[config.mk]
export PLATFORM = sky130hd
export DESIGN_NAME = ocvs_ctrl
export DESIGN_NICKNAME = d
export VERILOG_FILES = /design/src/ocvs_pkg.sv /design/src/ocvs_ctrl.sv
export SDC_FILE = /design/constraint.sdc
export NUM_CORES = 1
export LEC_CHECK = 0
export ABC_AREA = 0
export BUFFER_PORTS_ARGS = -buffer_cell sky130_fd_sc_hd__buf_2
export CAP_MARGIN = 0
export CORE_AREA = 2 2 39 41
export CTS_CLUSTER_SIZE = 24
export DETAILED_ROUTE_END_ITERATION = 8
export DIE_AREA = 0 0 41 43
export GPL_TIMING_DRIVEN = 0
export PLACE_DENSITY = 0.68
export SETUP_SLACK_MARGIN = 0.02
export SYNTH_ARGS = -nofsm -noshare
export SYNTH_HDL_FRONTEND = slang
export SYNTH_SLANG_ARGS = --single-unit
[constraint.sdc]
create_clock -name clk -period 3.6 [get_ports clk]
set_input_delay 0.36 -clock clk [delete_from_list [all_inputs] [get_ports clk]]
set_output_delay 0.36 -clock clk [all_outputs]
set_load 0.05 [all_outputs]
[src/ocvs_pkg.sv]
// package: types, constants and helpers for the offload credit victim scheduler
`default_nettype none
package ocvs_pkg;

	localparam int NUM_RANKS = 8;
	localparam int RW = 3;
	localparam int MW = 6;
	localparam int VW = 31;

	localparam logic [RW-1:0] RANK_LAST = 3'(NUM_RANKS - 1);

	typedef enum logic [2:0] {
		OP_LOAD = 3'd0,
		OP_WAIT = 3'd1,
		OP_UPDATE = 3'd2,
		OP_EMERG = 3'd3,
		OP_SELECT = 3'd4
	} op_t;

	typedef enum logic [1:0] {
		REG_OWN = 2'd0,
		REG_THR = 2'd1,
		REG_MINQ = 2'd2,
		REG_UEN = 2'd3
	} reg_t;

	typedef enum logic [3:0] {
		ST_IDLE,
		ST_SCAN,
		ST_SCAN_LAST,
		ST_CRIT,
		ST_SUM,
		ST_APPLY,
		ST_HALVE,
		ST_RELOAD,
		ST_SEL,
		ST_OUT
	} state_t;

	// controller commands to the datapath
	typedef struct packed {
		logic capture;
		logic do_simple;
		logic scan_clear;
		logic scan_step;
		logic crit_step;
		logic sum_step;
		logic apply;
		logic halve;
		logic reload;
		logic sel_step;
		logic finish_upd;
		logic finish_sel;
	} cmd_t;

	// datapath status to the controller
	typedef struct packed {
		logic scan_last;
		logic idx_last;
		logic crit_done;
		logic sel_done;
		logic need_halve;
	} sts_t;

endpackage
`default_nettype wire

[src/ocvs_ctrl.sv]
// controller state machine sequencing update and select requests
`default_nettype none
module ocvs_ctrl import ocvs_pkg::*; (
	input wire logic clk,
	input wire logic arst_n,
	input wire logic in_valid,
	input wire logic [2:0] op,
	input wire logic update_enable,
	input wire logic out_stall,
	input wire sts_t sts,
	output logic in_stall,
	output logic out_valid,
	output cmd_t cmd
);

	state_t state_q, state_nx;
	logic out_valid_q;
	logic take;

	assign take = in_valid && !in_stall;
	assign in_stall = (state_q != ST_IDLE) || (out_valid_q && out_stall);
	assign out_valid = out_valid_q;

	// next state
	always_comb begin
		state_nx = state_q;
		unique case (state_q)
			ST_IDLE: begin
				if (take) begin
					if (op == OP_UPDATE && update_enable) state_nx = ST_SCAN;
					else if (op == OP_SELECT) state_nx = ST_SEL;
				end
			end
			ST_SCAN: if (sts.scan_last) state_nx = ST_SCAN_LAST;
			ST_SCAN_LAST: state_nx = ST_CRIT;
			ST_CRIT: if (sts.crit_done) state_nx = ST_SUM;
			ST_SUM: if (sts.idx_last) state_nx = ST_APPLY;
			ST_APPLY: state_nx = sts.need_halve ? ST_HALVE : ST_RELOAD;
			ST_HALVE: state_nx = ST_RELOAD;
			ST_RELOAD: state_nx = ST_OUT;
			ST_SEL: if (sts.sel_done) state_nx = ST_OUT;
			ST_OUT: if (!(out_valid_q && out_stall)) state_nx = ST_IDLE;
			default: state_nx = ST_IDLE;
		endcase
	end

	// command decode
	always_comb begin
		cmd = '0;
		unique case (state_q)
			ST_IDLE: begin
				cmd.capture = take;
				cmd.do_simple = take;
				cmd.scan_clear = take;
			end
			ST_SCAN: cmd.scan_step = 1'b1;
			ST_SCAN_LAST: cmd.scan_step = 1'b1;
			ST_CRIT: cmd.crit_step = 1'b1;
			ST_SUM: cmd.sum_step = 1'b1;
			ST_APPLY: cmd.apply = 1'b1;
			ST_HALVE: cmd.halve = 1'b1;
			ST_RELOAD: begin
				cmd.reload = 1'b1;
				cmd.finish_upd = 1'b1;
			end
			ST_SEL: begin
				cmd.sel_step = !sts.sel_done;
				cmd.finish_sel = sts.sel_done;
			end
			ST_OUT: ;
			default: ;
		endcase
	end

	// state and result valid
	always_ff @(posedge clk or negedge arst_n) begin
		if (!arst_n) begin
			state_q <= ST_IDLE;
			out_valid_q <= 1'b0;
		end else begin
			state_q <= state_nx;
			if (state_q == ST_IDLE && take && !((op == OP_UPDATE && update_enable)
					|| op == OP_SELECT))
				out_valid_q <= 1'b1;
			else if (state_q == ST_OUT && !(out_valid_q && out_stall))
				out_valid_q <= 1'b1;
			else if (!out_stall)
				out_valid_q <= 1'b0;
		end
	end

	// result never overwritten while held
	a_hold: assert property (@(posedge clk) disable iff (!arst_n)
		out_valid && out_stall |-> in_stall) else $error("accept while result held");
	// busy machine never takes a request
	a_busy: assert property (@(posedge clk) disable iff (!arst_n)
		state_q != ST_IDLE |-> in_stall) else $error("accept while busy");
	// a result follows the output state
	a_out: assert property (@(posedge clk) disable iff (!arst_n)
		state_q == ST_OUT && !out_stall |=> out_valid) else $error("result lost");

endmodule
`default_nettype wire

# --- Yosys cells after proc, flatten, opt, wreduce, memory -nomap -nowiden ---
# Cells that the tools add are included.
totals:
  input_bits: 13
  regBits: 5
classes:
  n_reduce_logical: 16
  eq_ne: 19
  n_mux: 22
op_table:
  columns: ["operator", "n"]
  rows:
  - ["$pmux 4 s10", 1]
  - ["$mux 4", 8]
  - ["$eq 4x3->1 const B", 4]
  - ["$mux 1", 12]
  - ["$ne 2x2->1 const B", 6]
  - ["$eq 4x2->1 const B", 2]
  - ["$eq 4x4->1 const B", 2]
  - ["$reduce_and 7->1", 1]
  - ["$logic_and 1x1->1", 6]
  - ["$ne 3x1->1 const B", 2]
  - ["$eq 4x1->1 const B", 1]
  - ["$logic_not 1->1", 4]
  - ["$logic_not 4->1", 1]
  - ["$reduce_bool 4->1", 1]
  - ["$eq 3x2->1 const B", 1]
  - ["$eq 3x3->1 const B", 1]
  - ["$mux 3", 1]
  - ["$logic_or 1x1->1", 2]
  - ["$reduce_or 2->1", 1]

# --- Depth between registers and ports, before layout ---
# Gate-level depths: netlist of run 1.
logic_depth:
  depth_word: 7
  ltp_mapped: 5
  ltp_nobuf: 4

# --- Worst setup path before layout of run 1 ---
# OpenSTA, ideal clock, no wires.
synth_timing:
  path_kind: "register to output"
  start: "register state_q[3]"
  end: "output port cmd[2] (netlist name)"
  path_buffers: 1
  setup_slack_ns: 0.752
  path_stages_with_launch: 4
  arrival_ns: 2.488
  path_cell_list: "dfrtp_1 -> clkbuf_1 -> inv_2 -> nor4b_1"
synth_lines:
  columns: ["element", "line_no", "text"]
  rows:
  - ["start: declaration", "ocvs_ctrl.sv:16", "state_t state_q, state_nx;"]
  - ["start signal: assignment", "ocvs_ctrl.sv:81", "state_q <= state_nx;"]
  - ["end: declaration", "ocvs_ctrl.sv:13", "output cmd_t cmd"]

==> impl_metrics.tcl, run 1 <==
set metrics [dict create \
    status "finished clean" \
    worst_pin_slew_ns 0.435 \
    r2r_slack_ns 1.83 \
    grt_pass1_vias 516 \
    crit_type "register to output pin" \
    drv_cap 0 \
    synth_cell_types 33 \
    placementRows 14 \
    vias 599 \
    period_needed_ns 2.34 \
    cts_tree "done" \
    netlist_area_um2 507 \
    synth_top_family_by_area "simple AND/OR/NAND/NOR gates" \
    numClockSinks 5 \
    synthArstFlopShare_pct 100 \
    synthCells 65 \
    powerDensity_nw_per_um2 950 \
    grt_max_degree 11 \
    synth_compound_area_share_pct 26.9 \
    p_sw_w 0.000371 \
    portBuffers 26 \
    worst_r2r_endpoint "state_q[3]" \
    critPathMaxFanout 10 \
    final_common_cell "buf_2" \
    pin_count 27 \
    synth_seq_area_share_pct 24.7 \
    swShare_pct 56.4 \
    grt_antenna_before_repair 0 \
    core_um2 1380 \
    synthAdderAreaFrac_pct 0 \
    synth_edf_count 0 \
    cts-root-buf "clkbuf_4" \
    setup_viol 0 \
    vdd_drop_max_mv 0.387 \
    r2r_start "state_q[1]" \
    dr.pass1.iters 4 \
    combPwrFrac_pct 74.3 \
    grt_pass1_wl_um 2100 \
    p_leak_nw 0.341 \
    layout.cells.most_common_list "buf_2 (26), nor2_1 (9), nand2_1 (7)" \
    syn_area_per_cell_um2 7.80 \
    slew_headroom_pct 70.6 \
    p_seq_share_pct 15.7 \
    grt_use_total_pct 17.8 \
    synthSimpleGateAreaFrac_pct 36.8 \
    finalSetupTns_ns 0 \
    fp.dieH_um 43 \
    seqCellArea_um2 125 \
    synth_seq_cells 5 \
    path_clk_slew_ns 0.05 \
    clk_latency_ns 0.25 \
    slew_viol_final 0 \
    start_util_pct 36.6 \
    crit_path_end_kind "output pin" \
    hold_path.class "input pin to register" \
    fin_crit_sh_pct 65.1 \
    post-route-drc-count 0 \
    synth_mux_area_share_pct 1.98 \
    hold_end "out_valid" \
    drt-total-wl_um 1390 \
    cp.required_ns 3.24 \
    grt_setup_unrepaired "no" \
    max_stage_delay_ns 0.43 \
    areaGrowthSynthToFinish_pct 36.8 \
    finalNetCount 110 \
    hold_depth 2 \
    synth-main-ff-cell "dfrtp_1" \
    whs_ns 0.385 \
    drtIter0Drc 11 \
    pwr-share-clk_pct 10.0 \
    p_int_w 0.000287 \
    critPathLaunchType "register" \
    r2r_cells 4 \
    cts_post_setup_buffers_inserted 0 \
    crit_path_cell_trace "clkbuf_1 -> nor4_1 -> and3_1 -> buf_4 -> buf_2" \
    synthesis.nets 78 \
    ys.warnings.count 0 \
    max_freq_ghz 0.427 \
    gp_congestion 0.833 \
    grt.overflow.total 0 \
    drive_gt1_share_pct 38.5 \
    die_area_um2 1760 \
    worstHoldStart "in_valid" \
    cpLargestDelayFamily "simple AND/OR/NAND/NOR gates" \
    crit_slowest_cell "dfrtp_1" \
    critical_path_depth 5 \
    dp_hpwl_um 1070 \
    worst_clock_skew_ns 0.00781 \
    wl_per_cell_um 12.4 \
    cp.arrival_ns 1.98 \
    finalHoldViolCount 0 \
    clockBufferDepth 2 \
    numCtsBuffers 3 \
    path_buf_inv 3 \
    multi_input_area_um2 333 \
    die_x_um 41 \
    diodes 0 \
    crit_path_start "state_q[3]" \
    cts.htree.levels 1 \
    synth-xor-area-share_pct 0 \
    drt.antenna.violating_nets 0 \
    via_per_inst 5.35 \
    fillers 151 \
]
## cell usage after synthesis, types with 2 or more instances
cell / instances / area, um^2
buf_4: 3 / 22.5
clkbuf_1: 4 / 15.0
dfrtp_1: 5 / 125
inv_2: 2 / 7.51
nand2_1: 7 / 26.3
nand2b_1: 2 / 12.5
nor2_1: 9 / 33.8
nor3_1: 3 / 15.0
nor3b_1: 3 / 22.5
o21ai_0: 2 / 10.0
o21ai_1: 2 / 10.0
o31a_1: 2 / 17.5
## area by class of cell
class	count	area share, %
plain buffers	8	5.96
clock buffers	4	3.79
inverters	2	1.08
multi-input cells	50	48.0
flip-flops and latches	5	18.1
well taps	16	2.89
repair buffers	27	20.2
## cell families after synthesis
family	Yosys count
flops	5
simple gates	33
mux	1
compound gates	16
buf+inv	10
## stage by stage
| stage | instance area [um^2] | worst slack (ns) | util, % | total power, W | instances |
|---|---|---|---|---|---|
| after floorplan | 507 | 0.752 | - | 0.000491 | 65 |
| after CTS | 693 | 1.27 | 50.1 | 0.000659 | 112 |
| after detailed placement | 657 | 1.53 | 47.5 | 0.000590 | 107 |
| final | 693 | 1.26 | 50.1 | 0.000658 | 112 |
| after global placement | 657 | 1.55 | 47.5 | 0.000586 | 107 |
| after global routing | 693 | 1.10 | 50.1 | 0.000706 | 112 |
## worst max-delay path by stage
| stage | endpoint |
|---|---|
| after floorplan | cmd[2] |
| after global placement | cmd[11] |
| after detailed placement | cmd[11] |
| after CTS | cmd[11] |
| after global routing | cmd[11] |
| final | cmd[11] |
## sequential cells by signal, indices dropped and copies added, names as in the netlist
| signal | flops |
|---|---|
| state_q | 4 |
| out_valid | 1 |
## power by group through the flow
stage / registers [W] / clock network, W / logic (W)
4_1_cts: 0.000102 / 0.0000689 / 0.000488
3_3_place_gp: 0.000102 / 0 / 0.000484
5_1_grt: 0.000105 / 0.0000747 / 0.000526
2_1_floorplan: 0.000115 / 0 / 0.000376
3_5_place_dp: 0.000103 / 0 / 0.000487
6_report: 0.000104 / 0.0000658 / 0.000489
## routing by layer
| metal | wire length [um] | GRT usage (%) | vias up |
|---|---|---|---|
| met5 | 0 | 0 | - |
| met4 | 0 | 4.00 | 0 |
| met3 | 97 | 7.85 | 0 |
| met2 | 668 | 29.1 | 23 |
| met1 | 621 | 20.4 | 271 |
| li1 | - | - | 305 |
## timing repair
item	4_1_cts	5_1_grt
hold endpoints to repair	5	0
resized for setup	0	0
hold buffers	1	0
(Power assumes the default switching activity.)
==> inputs of run 2 (changes only) <==
- ABC_AREA: 0 -> 1
- CORE_AREA: 2 2 39 41 -> default
- CORE_MARGIN: default -> 2
- CORE_UTILIZATION: default -> 39
- DIE_AREA: 0 0 41 43 -> default
- PLACE_DENSITY: 0.68 -> 0.7
- clock period: 3.6 -> 2.12 ns (I/O delays scaled with it)
==> impl_metrics.tcl, run 2 <==
set metrics [dict create \
    status "finished clean" \
    cp.required_ns 1.91 \
    drt.antenna.violating_nets 0 \
    crit_path_end_kind "output pin" \
    post_cts_resized 0 \
    synth_seq_area_share_pct 22.6 \
    grt_use_total_pct 15.5 \
    critPathMaxFanout 5 \
    post-route-drc-count 0 \
    dr.pass1.iters 4 \
    cpMostUsedCell "nand2_2" \
    grt_pass1_vias 589 \
    diodes 0 \
    cts.htree.levels 1 \
    critPathLaunchType "register" \
    drive_gt1_share_pct 38.5 \
    final_common_cell "nand2_1" \
    drtIter0Drc 14 \
    clockBufferDepth 2 \
    ys.warnings.count 0 \
    syn_area_per_cell_um2 5.59 \
    fp.dieH_um 41.7 \
    setup_ws_ns 0.264 \
    fillers 136 \
    numCtsBuffers 3 \
    cts-root-buf "clkbuf_4" \
    via_per_inst 4.74 \
    grt_setup_unrepaired "no" \
    period_needed_ns 1.86 \
    netlist.area_leader.share_pct 23.1 \
    finalSetupTns_ns 0 \
    wl_per_cell_um 8.82 \
    dp_hpwl_um 1100 \
    ctsHoldBuffers 1 \
    core_um2 1320 \
    fin_util_pct 56.1 \
    vias 687 \
    crit_slowest_cell "dfrtp_1" \
    synth_edf_count 0 \
    slew_viol_final 0 \
    cp.arrival_ns 1.64 \
    numClockSinks 5 \
    grt.overflow.total 0 \
    crit_type "register to output pin" \
    pin_count 27 \
    dp_slack_ns 0.515 \
    areaGrowthSynthToFinish_pct 33.7 \
    vdd_drop_max_mv 0.856 \
    portBuffers 26 \
    largest_register_ffs 4 \
    netlist_area_um2 553 \
    max_stage_delay_ns 0.43 \
    worst_pin_slew_ns 0.270 \
    synthCells 99 \
    synth-main-ff-cell "dfrtp_1" \
    yosysMostFrequentCell "nand2_1" \
    cts_tree "done" \
    placementRows 13 \
    yosysTopAreaCell "nand2_1" \
    slew_headroom_pct 82.0 \
    start_util_pct 42.0 \
    grt_pass1_wl_um 2160 \
    path_clk_slew_ns 0.05 \
    finalHoldViolCount 0 \
    synthesis.nets 112 \
    layout.cells.most_common_list "nand2_1 (34), buf_2 (26), inv_1 (14), nand3_1 (14), nor2_1 (10)" \
    finalNetCount 144 \
    whs_ns 0.257 \
    synthArstFlopShare_pct 100 \
    drt-total-wl_um 1280 \
    synth_seq_cells 5 \
    hold_path.class "input pin to register" \
    clk_latency_ns 0.24 \
    grt_antenna_before_repair 0 \
    die_x_um 41.7 \
    gp_congestion 0.881 \
    synth.top_cells.by_area "nand2_1 (23%), dfrtp_1 (23%), nand3_1 (13%)" \
    p_leak_nw 0.523 \
    worst_clock_skew_ns 0.00727 \
    grt_max_degree 7 \
    synth_cell_types 14 \
    powerDensity_nw_per_um2 1430 \
    cts_post_setup_buffers_inserted 0 \
    fin_crit_sh_pct 87.6 \
    setup_viol 0 \
    max_freq_ghz 0.539 \
    synth_commonest_cells "nand2_1 (34), inv_1 (14), nand3_1 (14), nor2_1 (10), nor2_2 (8)" \
    top_register "state_q" \
    die_area_um2 1740 \
    crit_path_cell_trace "inv_2 -> nand2_2 -> nor2_4 -> nand2_2 -> nor2_2 -> buf_4 -> buf_2" \
    drv_cap 0 \
]
[run 2: path summary, 6_finish.rpt]
kind                            startpoint    endpoint  slack [ns]  cells after the start
worst max-delay path            state_q[0]     cmd[10]        0.26                      7
worst min register to register   out_valid   out_valid        0.58                      2
min in group asynchronous           arst_n  state_q[2]        0.30                      2
worst min-delay path                sts[3]  state_q[2]        0.26                      4
worst max register to register  state_q[3]  state_q[0]        0.86                      6
max in group asynchronous           arst_n  state_q[1]        1.68                      2
[run 2: worst max-delay path, delay by kind of cell (launching register included)]
family / cells / cell delay (ns)
buffers and inverters: 3 / 0.48
flip-flops: 1 / 0.43
AND/OR/NAND/NOR: 4 / 0.49
[run 2: logic make-up after synthesis]
kind of cell           share of synthesized area (%)
AOI/OAI and AO/OA                               2.49
and+or+nand+nor                                 58.6
buffers and inverters                           16.3
DFF                                             22.6
[run 2: report_power, final]
part	internal, W	total (W)	switching [W]
combinational	0.000216	0.000778	0.000562
clock	0.0000685	0.000112	0.0000439
sequential	0.000128	0.000167	0.0000391
total	0.000413	0.00106	0.000645
[run 2: stage by stage]
| stage | std cells | power, W | cell area, um^2 |
|---|---|---|---|
| after floorplan | 99 | 0.000798 | 553 |
| after global placement | 140 | 0.000944 | 702 |
| after detailed placement | 140 | 0.000948 | 702 |
| after CTS | 145 | 0.00107 | 739 |
| after global routing | 145 | 0.00114 | 739 |
| final | 145 | 0.00106 | 739 |
[run 2: final cells by class]
type	instances	area, um^2	share of cell area, %
buffer	3	22.5	3.05
sequential	5	125	16.9
inverter	18	67.6	9.14
tap	15	18.8	2.54
multi-input combinational	73	338	45.7
clock inverter	1	5.00	0.677
clock buffer	3	22.5	3.05
timing repair buffer	27	140	19.0
[run 2: routing by layer]
metal	up-vias	track usage (%)	wire, um
li1	360	-	-
met3	0	4.35	57
met5	-	0	0
met4	0	1.94	0
met2	18	27.5	620
met1	309	18.9	601
==> inputs of run 3 (changes only) <==
- CORE_UTILIZATION: 39 -> 40
- PLACE_DENSITY: 0.7 -> 0.69
- clock period: 2.12 -> 2.3 ns (I/O delays scaled with it)
==> impl_metrics.tcl, run 3 (synthesis gave the netlist of run 2 again) <==
set metrics [dict create \
    start_util_pct 42.5 \
    die_x_um 41.2 \
    clk_latency_ns 0.24 \
    critPathLaunchType "register" \
    slew_viol_final 0 \
    drive_gt1_share_pct 37.7 \
    grt_pass1_wl_um 1990 \
    fin_crit_sh_pct 80.1 \
    diodes 0 \
    cp.arrival_ns 1.61 \
    crit_path_end_kind "output pin" \
    cts-root-buf "clkbuf_4" \
    via_per_inst 4.63 \
    final_common_cell "nand2_1" \
    dp_hpwl_um 1150 \
    numClockSinks 5 \
    slew_headroom_pct 83.3 \
    hold_path.class "input pin to register" \
    post-route-drc-count 0 \
    wl_per_cell_um 9.80 \
    r2r_slack_ns 1.01 \
    top_register "state_q" \
    vias 672 \
    drt.antenna.violating_nets 0 \
    powerDensity_nw_per_um2 1330 \
    grt_use_total_pct 17.5 \
    fp.dieH_um 41.2 \
    grt_max_degree 7 \
    worst_clock_skew_ns 0.00728 \
    path_clk_slew_ns 0.05 \
    drt-total-wl_um 1420 \
    max_freq_ghz 0.543 \
    finalHoldViolCount 0 \
    cts.htree.levels 1 \
    period_needed_ns 1.84 \
    critPathMaxFanout 5 \
    p_leak_nw 0.520 \
    grt.overflow.total 0 \
    status "finished clean" \
    finalNetCount 144 \
    grt_setup_unrepaired "no" \
    portBuffers 26 \
    crit_type "register to output pin" \
    drv_cap 0 \
    gp_congestion 0.875 \
    largest_register_ffs 4 \
    grt_antenna_before_repair 0 \
    worst_pin_slew_ns 0.250 \
    cp.required_ns 2.07 \
    cts_tree "done" \
    numCtsBuffers 3 \
    pin_count 27 \
    drtIter0Drc 15 \
    grt_pass1_vias 507 \
    setup_viol 0 \
    clockBufferDepth 2 \
    dr.pass1.iters 5 \
    die_area_um2 1700 \
    layout.cells.most_common_list "nand2_1 (34), buf_2 (26), inv_1 (14), nand3_1 (14), nor2_1 (10)" \
    fin_util_pct 56.7 \
    placementRows 13 \
    areaGrowthSynthToFinish_pct 33.5 \
    core_um2 1300 \
    vdd_drop_max_mv 0.810 \
    finalSetupTns_ns 0 \
    cts_post_setup_buffers_inserted 0 \
]
==> run 3: cell count changes in the layout (fill, tap and decap cells not counted), sizes merged <==
cell    change
clkbuf      +1
clkinv      -1
==> run 3: cell type report <==
type,instances,area (um^2)
fill,149,563
multi-input combinational,73,338
timing repair buffer,27,140
sequential,5,125
inverter,18,67.6
clock buffer,4,26.3
buffer,3,22.5
tap,15,18.8
==> run 3: per-layer routing <==
layer / GRT usage (%) / up-vias / wire length [um] / part of all wire (%)
li1: - / 361 / - / -
met1: 20.5 / 293 / 669 / 47
met2: 33.2 / 18 / 687 / 48
met3: 4.89 / 0 / 64 / 4.5
met4: 0 / 0 / 0 / 0
met5: 0 / - / 0 / 0
==> run 3: final timing paths <==
path / cells after the start / end / from
min reg2reg: 2 / state_q[0] / state_q[0]
max: 7 / cmd[11] / state_q[0]
min in group asynchronous: 2 / state_q[1] / arst_n
max in group asynchronous: 2 / state_q[0] / arst_n
min: 4 / state_q[1] / sts[2]
max reg2reg: 7 / state_q[0] / state_q[1]
==> run 3: power breakdown <==
part           leakage (nW)  switching [W]  total [W]  internal (W)
Combinational         0.439       0.000527   0.000726      0.000200
Clock                0.0150      0.0000363   0.000102     0.0000656
Sequential           0.0660      0.0000349   0.000153      0.000118
==> run 3: critical path: stages, from the launching register on <==
cell and delay, ns:
dfrtp_1 0.42, inv_2 0.11, nand2_2 0.08, nor2_4 0.18
nand2_2 0.07, nor2_2 0.14, buf_4 0.12, buf_2 0.24
==> run 3: timing repair <==
action                    in CTS  in global routing
resized for setup              0                  0
hold endpoints to repair       5                  0
hold buffers                   1                  0
==> run 3: per-stage QoR <==
stage / hold WS, ns / setup slack (ns) / total power [W] / cells / cell area [um^2]
after CTS: 0.289 / 0.450 / 0.000987 / 145 / 738
after global placement: 0.0475 / 0.725 / 0.000867 / 140 / 702
final: 0.296 / 0.459 / 0.000981 / 145 / 738
after global routing: 0.301 / 0.340 / 0.00105 / 145 / 738
after detailed placement: 0.0491 / 0.711 / 0.000878 / 140 / 702
after floorplan: -0.0656 / 0.286 / 0.000736 / 99 / 553
